[src/hdl/clint_pkg.sv]
// Shared types, codes and helpers for the core-local timer and interrupt block.
`timescale 1ns / 1ps
`default_nettype none

package clint_pkg;

  // Operation codes carried in the op field of an input item.
  localparam logic [1:0] OP_TICK  = 2'd0;
  localparam logic [1:0] OP_WRITE = 2'd1;
  localparam logic [1:0] OP_READ  = 2'd2;

  // Configuration register indexes.
  localparam logic CFG_TICK_INCREMENT = 1'b0;
  localparam logic CFG_WINDOW_BASE    = 1'b1;

  // Reset values of the configuration registers.
  localparam logic [31:0] TICK_INCREMENT_RESET = 32'h0000_0001;
  localparam logic [31:0] WINDOW_BASE_RESET    = 32'h0200_0000;

  localparam logic [7:0] BYTE_MASK = 8'hFF;

  // One input item: a tick, a bus write or a bus read.
  typedef struct packed {
    logic [1:0]  op;
    logic [31:0] bus_addr;
    logic [31:0] wr_data;
    logic [3:0]  byte_enables;
  } in_item_t;

  // One result item.
  typedef struct packed {
    logic        status;
    logic [31:0] rd_data;
    logic        timer_irq;
    logic        soft_irq;
  } out_item_t;

  // Replace the enabled byte lanes of a word with those of the write data.
  function automatic logic [31:0] merge_lanes(input logic [31:0] old_word,
                                              input logic [31:0] data,
                                              input logic [3:0]  enables);
    logic [31:0] lane_mask;
    lane_mask = '0;
    for (int lane = 0; lane < 4; lane++) begin
      if (enables[lane]) begin
        lane_mask[lane*8 +: 8] = BYTE_MASK;
      end
    end
    return (old_word & ~lane_mask) | (data & lane_mask);
  endfunction

endpackage

`default_nettype wire

[src/hdl/core_local_timer_interruptor.sv]
// Top level of the core-local timer and software interrupt block.
// Throughput: one item per cycle while the skid register is free.
// The 64-bit time add and compare are combinational; results leave from the output register.
// A two-entry result buffer keeps input accepting while one result waits.
// Reset (synchronous, rst_n low): time, compare, soft flag and both lines clear,
// tick increment returns to 1 and the window base to 0x0200_0000.
`timescale 1ns / 1ps
`default_nettype none

module core_local_timer_interruptor #(
  parameter int unsigned SOFT_FLAG_OFFSET = 0,
  parameter int unsigned COMPARE_OFFSET   = 16384,
  parameter int unsigned TIME_OFFSET      = 49144,
  parameter int unsigned WINDOW_SIZE      = 65536
) (
  input  wire logic                 clk,
  input  wire logic                 rst_n,
  input  wire logic                 in_valid,
  output logic                      in_ready,
  input  wire clint_pkg::in_item_t  in_data,
  output logic                      out_valid,
  input  wire logic                 out_ready,
  output clint_pkg::out_item_t      out_data,
  input  wire logic                 cfg_we,
  input  wire logic                 cfg_index,
  input  wire logic [31:0]          cfg_data
);
  import clint_pkg::*;

  localparam logic [31:0] SoftOff  = 32'(SOFT_FLAG_OFFSET);
  localparam logic [31:0] CmpLoOff = 32'(COMPARE_OFFSET);
  localparam logic [31:0] CmpHiOff = 32'(COMPARE_OFFSET + 4);
  localparam logic [31:0] TimLoOff = 32'(TIME_OFFSET);
  localparam logic [31:0] TimHiOff = 32'(TIME_OFFSET + 4);
  localparam logic [31:0] WinSize  = 32'(WINDOW_SIZE);

  logic [31:0] tick_increment_r;
  logic [31:0] window_base_r;
  logic [63:0] time_count_r, time_count_nxt;
  logic [63:0] time_compare_r, time_compare_nxt;
  logic        soft_flag_r, soft_flag_nxt;
  logic        timer_level_r, timer_level_nxt;
  logic        soft_level_r, soft_level_nxt;

  logic        in_fire;
  logic        can_push;
  logic [31:0] offset;
  logic [31:0] word_off;
  logic        is_write;
  out_item_t   result;

  assign in_ready = can_push;
  assign in_fire  = in_valid && in_ready;
  assign offset   = in_data.bus_addr - window_base_r;
  assign word_off = {offset[31:2], 2'b00};
  assign is_write = (in_data.op == OP_WRITE);

  // Configuration registers.
  always_ff @(posedge clk) begin
    if (!rst_n) begin
      tick_increment_r <= TICK_INCREMENT_RESET;
      window_base_r    <= WINDOW_BASE_RESET;
    end else if (cfg_we) begin
      unique case (cfg_index)
        CFG_TICK_INCREMENT: tick_increment_r <= cfg_data;
        CFG_WINDOW_BASE:    window_base_r    <= cfg_data;
        default:            ;
      endcase
    end
  end

  // Per-item update of timer state and the result item.
  always_comb begin
    time_count_nxt   = time_count_r;
    time_compare_nxt = time_compare_r;
    soft_flag_nxt    = soft_flag_r;
    timer_level_nxt  = timer_level_r;
    soft_level_nxt   = soft_level_r;
    result.status    = 1'b0;
    result.rd_data   = '0;
    if (in_data.op == OP_TICK) begin
      time_count_nxt  = time_count_r + {32'd0, tick_increment_r};
      timer_level_nxt = (time_count_nxt >= time_compare_r);
      soft_level_nxt  = soft_flag_r;
    end else if (in_data.op == OP_WRITE || in_data.op == OP_READ) begin
      if (offset >= WinSize) begin
        result.status = 1'b1;
      end else begin
        // The soft flag wins over the compare halves, which win over time.
        priority if (word_off == SoftOff) begin
          if (is_write) begin
            if (in_data.byte_enables[0]) begin
              soft_flag_nxt = in_data.wr_data[0];
            end
          end else begin
            result.rd_data = {31'd0, soft_flag_r};
          end
        end else if (word_off == CmpLoOff) begin
          if (is_write) begin
            time_compare_nxt[31:0] = merge_lanes(time_compare_r[31:0],
                                                 in_data.wr_data,
                                                 in_data.byte_enables);
          end else begin
            result.rd_data = time_compare_r[31:0];
          end
        end else if (word_off == CmpHiOff) begin
          if (is_write) begin
            time_compare_nxt[63:32] = merge_lanes(time_compare_r[63:32],
                                                  in_data.wr_data,
                                                  in_data.byte_enables);
          end else begin
            result.rd_data = time_compare_r[63:32];
          end
        end else if (word_off == TimLoOff) begin
          if (is_write) begin
            time_count_nxt[31:0] = merge_lanes(time_count_r[31:0],
                                               in_data.wr_data,
                                               in_data.byte_enables);
          end else begin
            result.rd_data = time_count_r[31:0];
          end
        end else if (word_off == TimHiOff) begin
          if (is_write) begin
            time_count_nxt[63:32] = merge_lanes(time_count_r[63:32],
                                                in_data.wr_data,
                                                in_data.byte_enables);
          end else begin
            result.rd_data = time_count_r[63:32];
          end
        end else begin
          // Unmapped offsets inside the window read as zero.
          result.rd_data = '0;
        end
      end
    end
    result.timer_irq = timer_level_nxt;
    result.soft_irq  = soft_level_nxt;
  end

  // Timer state registers, updated when an item is accepted.
  always_ff @(posedge clk) begin
    if (!rst_n) begin
      time_count_r   <= '0;
      time_compare_r <= '0;
      soft_flag_r    <= 1'b0;
      timer_level_r  <= 1'b0;
      soft_level_r   <= 1'b0;
    end else if (in_fire) begin
      time_count_r   <= time_count_nxt;
      time_compare_r <= time_compare_nxt;
      soft_flag_r    <= soft_flag_nxt;
      timer_level_r  <= timer_level_nxt;
      soft_level_r   <= soft_level_nxt;
    end
  end

  // Result buffer toward the output channel.
  clint_out_buf u_out_buf (
    .clk       (clk),
    .rst_n     (rst_n),
    .push      (in_fire),
    .push_data (result),
    .can_push  (can_push),
    .out_valid (out_valid),
    .out_ready (out_ready),
    .out_data  (out_data)
  );

  // Only a tick moves the interrupt lines.
  a_lines_hold: assert property (@(posedge clk) disable iff (!rst_n)
    (in_fire && in_data.op != OP_TICK) |=> ($stable(timer_level_r) && $stable(soft_level_r)))
    else $error("interrupt line changed on a bus access");

  // Input stalls only while a result is waiting at the output.
  a_stall_has_result: assert property (@(posedge clk) disable iff (!rst_n)
    !in_ready |-> out_valid)
    else $error("input stalled with no pending result");

  // The presented result carries the line levels at the time it was produced.
  a_result_lines: assert property (@(posedge clk) disable iff (!rst_n)
    (in_fire && !out_valid) |=> (out_data.timer_irq == timer_level_r &&
                                 out_data.soft_irq == soft_level_r))
    else $error("result lines disagree with line state");

endmodule

`default_nettype wire

[src/hdl/clint_out_buf.sv]
// Two-entry result buffer: an output register backed by a skid register.
`timescale 1ns / 1ps
`default_nettype none

module clint_out_buf (
  input  wire logic                clk,
  input  wire logic                rst_n,
  input  wire logic                push,
  input  wire clint_pkg::out_item_t push_data,
  output logic                     can_push,
  output logic                     out_valid,
  input  wire logic                out_ready,
  output clint_pkg::out_item_t     out_data
);
  import clint_pkg::*;

  logic      out_valid_r, out_valid_nxt;
  logic      skid_valid_r, skid_valid_nxt;
  out_item_t out_data_r, out_data_nxt;
  out_item_t skid_data_r, skid_data_nxt;
  logic      pop;

  assign pop = out_valid_r && out_ready;

  // A new item is taken whenever the skid register is free.
  always_comb begin
    out_valid_nxt  = out_valid_r;
    skid_valid_nxt = skid_valid_r;
    out_data_nxt   = out_data_r;
    skid_data_nxt  = skid_data_r;
    if (skid_valid_r) begin
      if (pop) begin
        out_data_nxt   = skid_data_r;
        skid_valid_nxt = 1'b0;
      end
    end else if (push) begin
      if (!out_valid_r || pop) begin
        out_data_nxt  = push_data;
        out_valid_nxt = 1'b1;
      end else begin
        skid_data_nxt  = push_data;
        skid_valid_nxt = 1'b1;
      end
    end else if (pop) begin
      out_valid_nxt = 1'b0;
    end
  end

  // Control state.
  always_ff @(posedge clk) begin
    if (!rst_n) begin
      out_valid_r  <= 1'b0;
      skid_valid_r <= 1'b0;
    end else begin
      out_valid_r  <= out_valid_nxt;
      skid_valid_r <= skid_valid_nxt;
    end
  end

  // Payload registers.
  always_ff @(posedge clk) begin
    out_data_r  <= out_data_nxt;
    skid_data_r <= skid_data_nxt;
  end

  assign can_push  = !skid_valid_r;
  assign out_valid = out_valid_r;
  assign out_data  = out_data_r;

endmodule

`default_nettype wire

[config.mk]
export PLATFORM = sky130hd
export DESIGN_NAME = core_local_timer_interruptor
export DESIGN_NICKNAME = d
export VERILOG_FILES = /design/src/hdl/clint_pkg.sv /design/src/hdl/core_local_timer_interruptor.sv /design/src/hdl/clint_out_buf.sv
export SDC_FILE = /design/constraint.sdc
export NUM_CORES = 1
export LEC_CHECK = 0
export ABC_CLOCK_PERIOD_IN_PS = 5700
export BUFFER_PORTS_ARGS = -buffer_cell sky130_fd_sc_hd__buf_4
export CAP_MARGIN = 30
export CORE_MARGIN = 1
export CORE_UTILIZATION = 35
export DETAILED_ROUTE_END_ITERATION = 10
export PLACE_DENSITY = 0.54
export SKIP_CTS_REPAIR_TIMING = 1
export SYNTH_ARGS = -nofsm -noshare
export SYNTH_HDL_FRONTEND = slang
export SYNTH_SLANG_ARGS = --single-unit
[constraint.sdc]
create_clock -name clk -period 5.7 [get_ports clk]
set_input_delay 1.14 -clock clk [delete_from_list [all_inputs] [get_ports clk]]
set_output_delay 1.14 -clock clk [all_outputs]
set_load 0.01 [all_outputs]
### Yosys cells after proc, flatten, opt, wreduce, memory -nomap -nowiden

Index checks and enable logic that the tools add are counted.

* $add $sub $neg: 2
* multiply operators: 0
* div/mod/pow operators: 0
* magnitude comparators: 2
* eq/ne operators: 13
* shift-type cells: 0
* multiplexer cells: 150
* bitwise gates (word level): 23
* reduce and logical (&&, ||, !) cells: 25

Operators by type and width (count)
* $mux W8: 112
* $mux W32: 15
* $mux W64: 6
* $and A32 B32 Y32: 8
* $mux W35: 4
* $not A32 Y32: 4
* $or A32 B32 Y32: 4
* $mux W33: 2
* $add A64 B32 Y64: 1
* $ge A64 B64 Y1: 1
* $eq A30 B13 Y1 const B: 2
* $eq A30 B14 Y1 const B: 2
* $ge A32 B17 Y1 const B: 1
* $logic_not A32 Y1: 1
* $sub A32 B32 Y32: 1
* $reduce_and A8 Y1: 2
* $reduce_and A7 Y1: 2
* $reduce_bool A2 Y1: 7
* $ne A2 B2 Y1 const B: 6
* $mux W1: 11
* $reduce_and A3 Y1: 3
* $reduce_and A9 Y1: 1
* $not A1 Y1: 7
* $reduce_and A2 Y1: 2
* 7 further kinds: 10

* bits in registers: 267
* latch bits: 0
* memory bits (writable): 0
* memory bits (read-only): 0
* output and inout bits: 37
* memories: 0

### Longest topological paths before layout

* depth after elaboration: 22
* depth in mapped cells: 24
* gate-level depth less buffers: 24

### By module

A second synthesis with hierarchy kept.

* cell total of the unflattened synthesis: 2439
* area, all modules: 19555.0 sq um

Modules (own cells, without submodules)
* core_local_timer_interruptor: times used 1, cells an instance 2316, area each 16918.7 sq um, seq. area each 3903.7 sq um
* clint_out_buf: times used 1, cells an instance 123, area each 2636.3 sq um, seq. area each 2142.1 sq um

### Worst setup path after synthesis

No wires, ideal clock.

* path kind: register to register
* start point: register (tool-made name)
* end point: register u_out_buf.out_data_r, in the netlist u_out_buf.out_data[1], data pin
* arrival: 4519 ps
* required time: 5424 ps
* path slack: 905 ps
* cell stages (with the launch flop): 25
* path buffers: 0
* clock period less this slack: 4795 ps
* cell sequence: dfxtp_1 > ha_1 > inv_1 > fa_1 > nor2b_1 > o31a_1 > o311ai_0 > o31ai_1 > a21o_1 > a31oi_1 > o21ba_2 > inv_1 > a21oi_1 > xnor2_1 > ha_1 > a21o_1 > a21oi_1 > nor2b_1 > o21ai_0 > nand2b_1 > a221o_1 > a31oi_1 > a21oi_1 > o311ai_0 > a31oi_1

RTL lines
* to (signal assigned): line clint_out_buf.sv:62 `out_data_r <= out_data_nxt;`
* to (decl): line clint_out_buf.sv:19 `out_item_t out_data_r, out_data_nxt;`

==> impl_metrics.tcl <==
set metrics [dict create \
    first_iter_violations 1849 \
    setup_viol 0 \
    clock_latency_ps 570 \
    slowest_delay_ps 410 \
    final.min_clock_period_ps 5400 \
    crit_family "compound AO/OA/AOI/OAI gates" \
    ir_drop_v 0.000159 \
    instances_no_fill 3470 \
    dp_hpwl_um 59300 \
    hold_viol 0 \
    cp_max_fo 7 \
    fin_skew_ps 18.6 \
    slew_headroom 0.331 \
    synth_nets 2802 \
    portBuffers 144 \
    mostFrequentLayoutCells "nand2_1 (459), buf_4 (245), a21oi_1 (237)" \
    ys_ff_latch 267 \
    placementRows 86 \
    layout_commonest_cell "nand2_1" \
    clockBufferDepth 3 \
    p_per_area_nw_per_um2 234 \
    coreArea_um2 55100 \
    yosys_warnings 0 \
    status "finished clean" \
    hp-class "reg -> reg" \
    finalMaxSlewViolations 0 \
    grt_overflow 0 \
    end_kind "flop" \
    area_delta_synth_final_pct 18.5 \
    multi_input_area_um2 12400 \
    cap_violations 0 \
    synthCells 2561 \
    die_w_um 238 \
    drc 0 \
    cts.sinks 267 \
    fin_ws_ps 298 \
    drive_gt1_frac 0.138 \
    rsz0062_at_grt "no" \
    vias 19900 \
    grt_max_degree 114 \
    synth_area_leaders "dfxtp_1 (20%), edfxtp_1 (11%), nand2_1 (8.8%)" \
    yosysUniqueCellTypes 88 \
    die_area_um2 56700 \
    clk_pin_slew_ps 60 \
    final_net_count 2938 \
    start_util 0.354 \
    gp_congestion 0.958 \
    cts_tree "built" \
    grt_antenna_before_repair 2 \
    fillers 5706 \
    h-tree-depth 2 \
    post_drt_wl_per_cell_um 22.2 \
    crit_buf_inv 6 \
    ios 145 \
    setup_tns_ps 0 \
    drt-total-wl_um 77100 \
    synth_top_area_share 0.202 \
    async_flop_share 0 \
    ant_nets 0 \
    worst-slew-pin-transition_ps 994 \
    required_ps 6020 \
    pre_cts_slack_ps 14.1 \
    grtUsageTotal 0.268 \
    netlist_area_um2 19500 \
    totalPowerFinal_mw 5.41 \
    ys.flop_type "dfxtp_1" \
    synth-seq-area-share 0.310 \
    fmaxAchievable_mhz 185 \
    grt_pass1_wl_um 117000 \
    cp_common_cell "buf_4" \
    crit_slowest_cell "fa_1" \
    seq_area_um2 6050 \
    vias_per_cell 5.73 \
    cp.arrival_ps 5730 \
    die_y_um 238 \
    worst_setup_path_start_kind "flop" \
    first_pass_iters 7 \
    synth_edf_count 70 \
    power.leakage_nw 8.94 \
    root_buffer "clkbuf_16" \
    dpl.cell_count 3407 \
    post-route-period-util 0.948 \
    cts_buffers 35 \
    first_global_vias 18600 \
    synth_top_cell_by_area "dfxtp_1" \
    avgSynthCellArea_um2 7.62 \
    worstSetupPathType "reg -> reg" \
]
report_power, final:
part           internal [mW]  switching (mW)
Combinational          0.368           0.626
Clock                   1.44           0.932
Sequential              2.00          0.0409
tightest hold or removal path: cells and delay by family (launching register included):
family,cells,cell delay (ps)
AO/OA/AOI/OAI,1,50
flip-flops,1,310
AND/OR/NAND/NOR,1,50
layer usage:
layer,track usage,vias to the layer above,part of all wire,wire length (um)
met1,0.374,9474,0.45,34900
li1,-,9453,-,-
met5,0,-,0.00016,12
met2,0.421,804,0.44,34000
met4,0.0991,2,0.035,2720
met3,0.0359,141,0.070,5390
cells in the mapped netlist (all sizes together) (8+ instances only):
master	count
clkbuf	130
mux2i	55
o21a	19
xor2	25
nor4	29
nor2	134
nor2b	19
and3	46
ha	131
a31oi	14
or4	13
o31a	8
nand4	38
o211ai	20
a211oi	26
dfxtp	197
a21oi	242
a21o	60
nand2	459
and2	17
xnor2	54
a221oi	8
nor3	41
a22o	14
nand3	144
edfxtp	70
mux2	24
a311oi	8
nand2b	14
o31ai	19
inv	139
o21ai	194
buf	26
per-stage QoR:
stage | hold WS (ps) | instance area (um^2) | util
5_1_grt | 465 | 23100 | 0.419
2_1_floorplan | 432 | 19500 | -
4_1_cts | 452 | 23100 | 0.419
6_report | 449 | 23100 | 0.419
3_5_place_dp | 445 | 21900 | 0.397
3_3_place_gp | 440 | 21800 | 0.397
path summary, 6_finish.rpt:
check,startpoint,end,slack [ps],cells past startpoint
max,flop,u_out_buf.skid_data_r[1]$_DFFE_PP_,300,28
min,flop,flop,450,2
max reg2reg,flop,u_out_buf.skid_data_r[1]$_DFFE_PP_,300,28
min reg2reg,flop,flop,450,2
layout make-up:
type / count / area share
Antenna cell: 1 / 0.000108
Clock buffer: 50 / 0.0429
Clock inverter: 11 / 0.00856
Inverter: 141 / 0.0230
Multi-Input combinational cell: 1997 / 0.536
Sequential cell: 267 / 0.262
Tap cell: 748 / 0.0405
Timing Repair Buffer: 255 / 0.0877
cells by family (layout without fill, tap and decap cells):
family                     count (synthesis)  count (layout)  synth area share
xor gates and xnor gates                  79              79            0.0355
DFF                                      267             267             0.310
and+or+nand+nor                          997             997             0.242
muxes                                     79              79            0.0421
adders and majority gates                133             133            0.0861
buffers and inverters                    297             457            0.0592
AOI/OAI and AO/OA                        709             709             0.225
other                                      0               1                 0
Note: power is estimated with default switching activity, not from simulation.
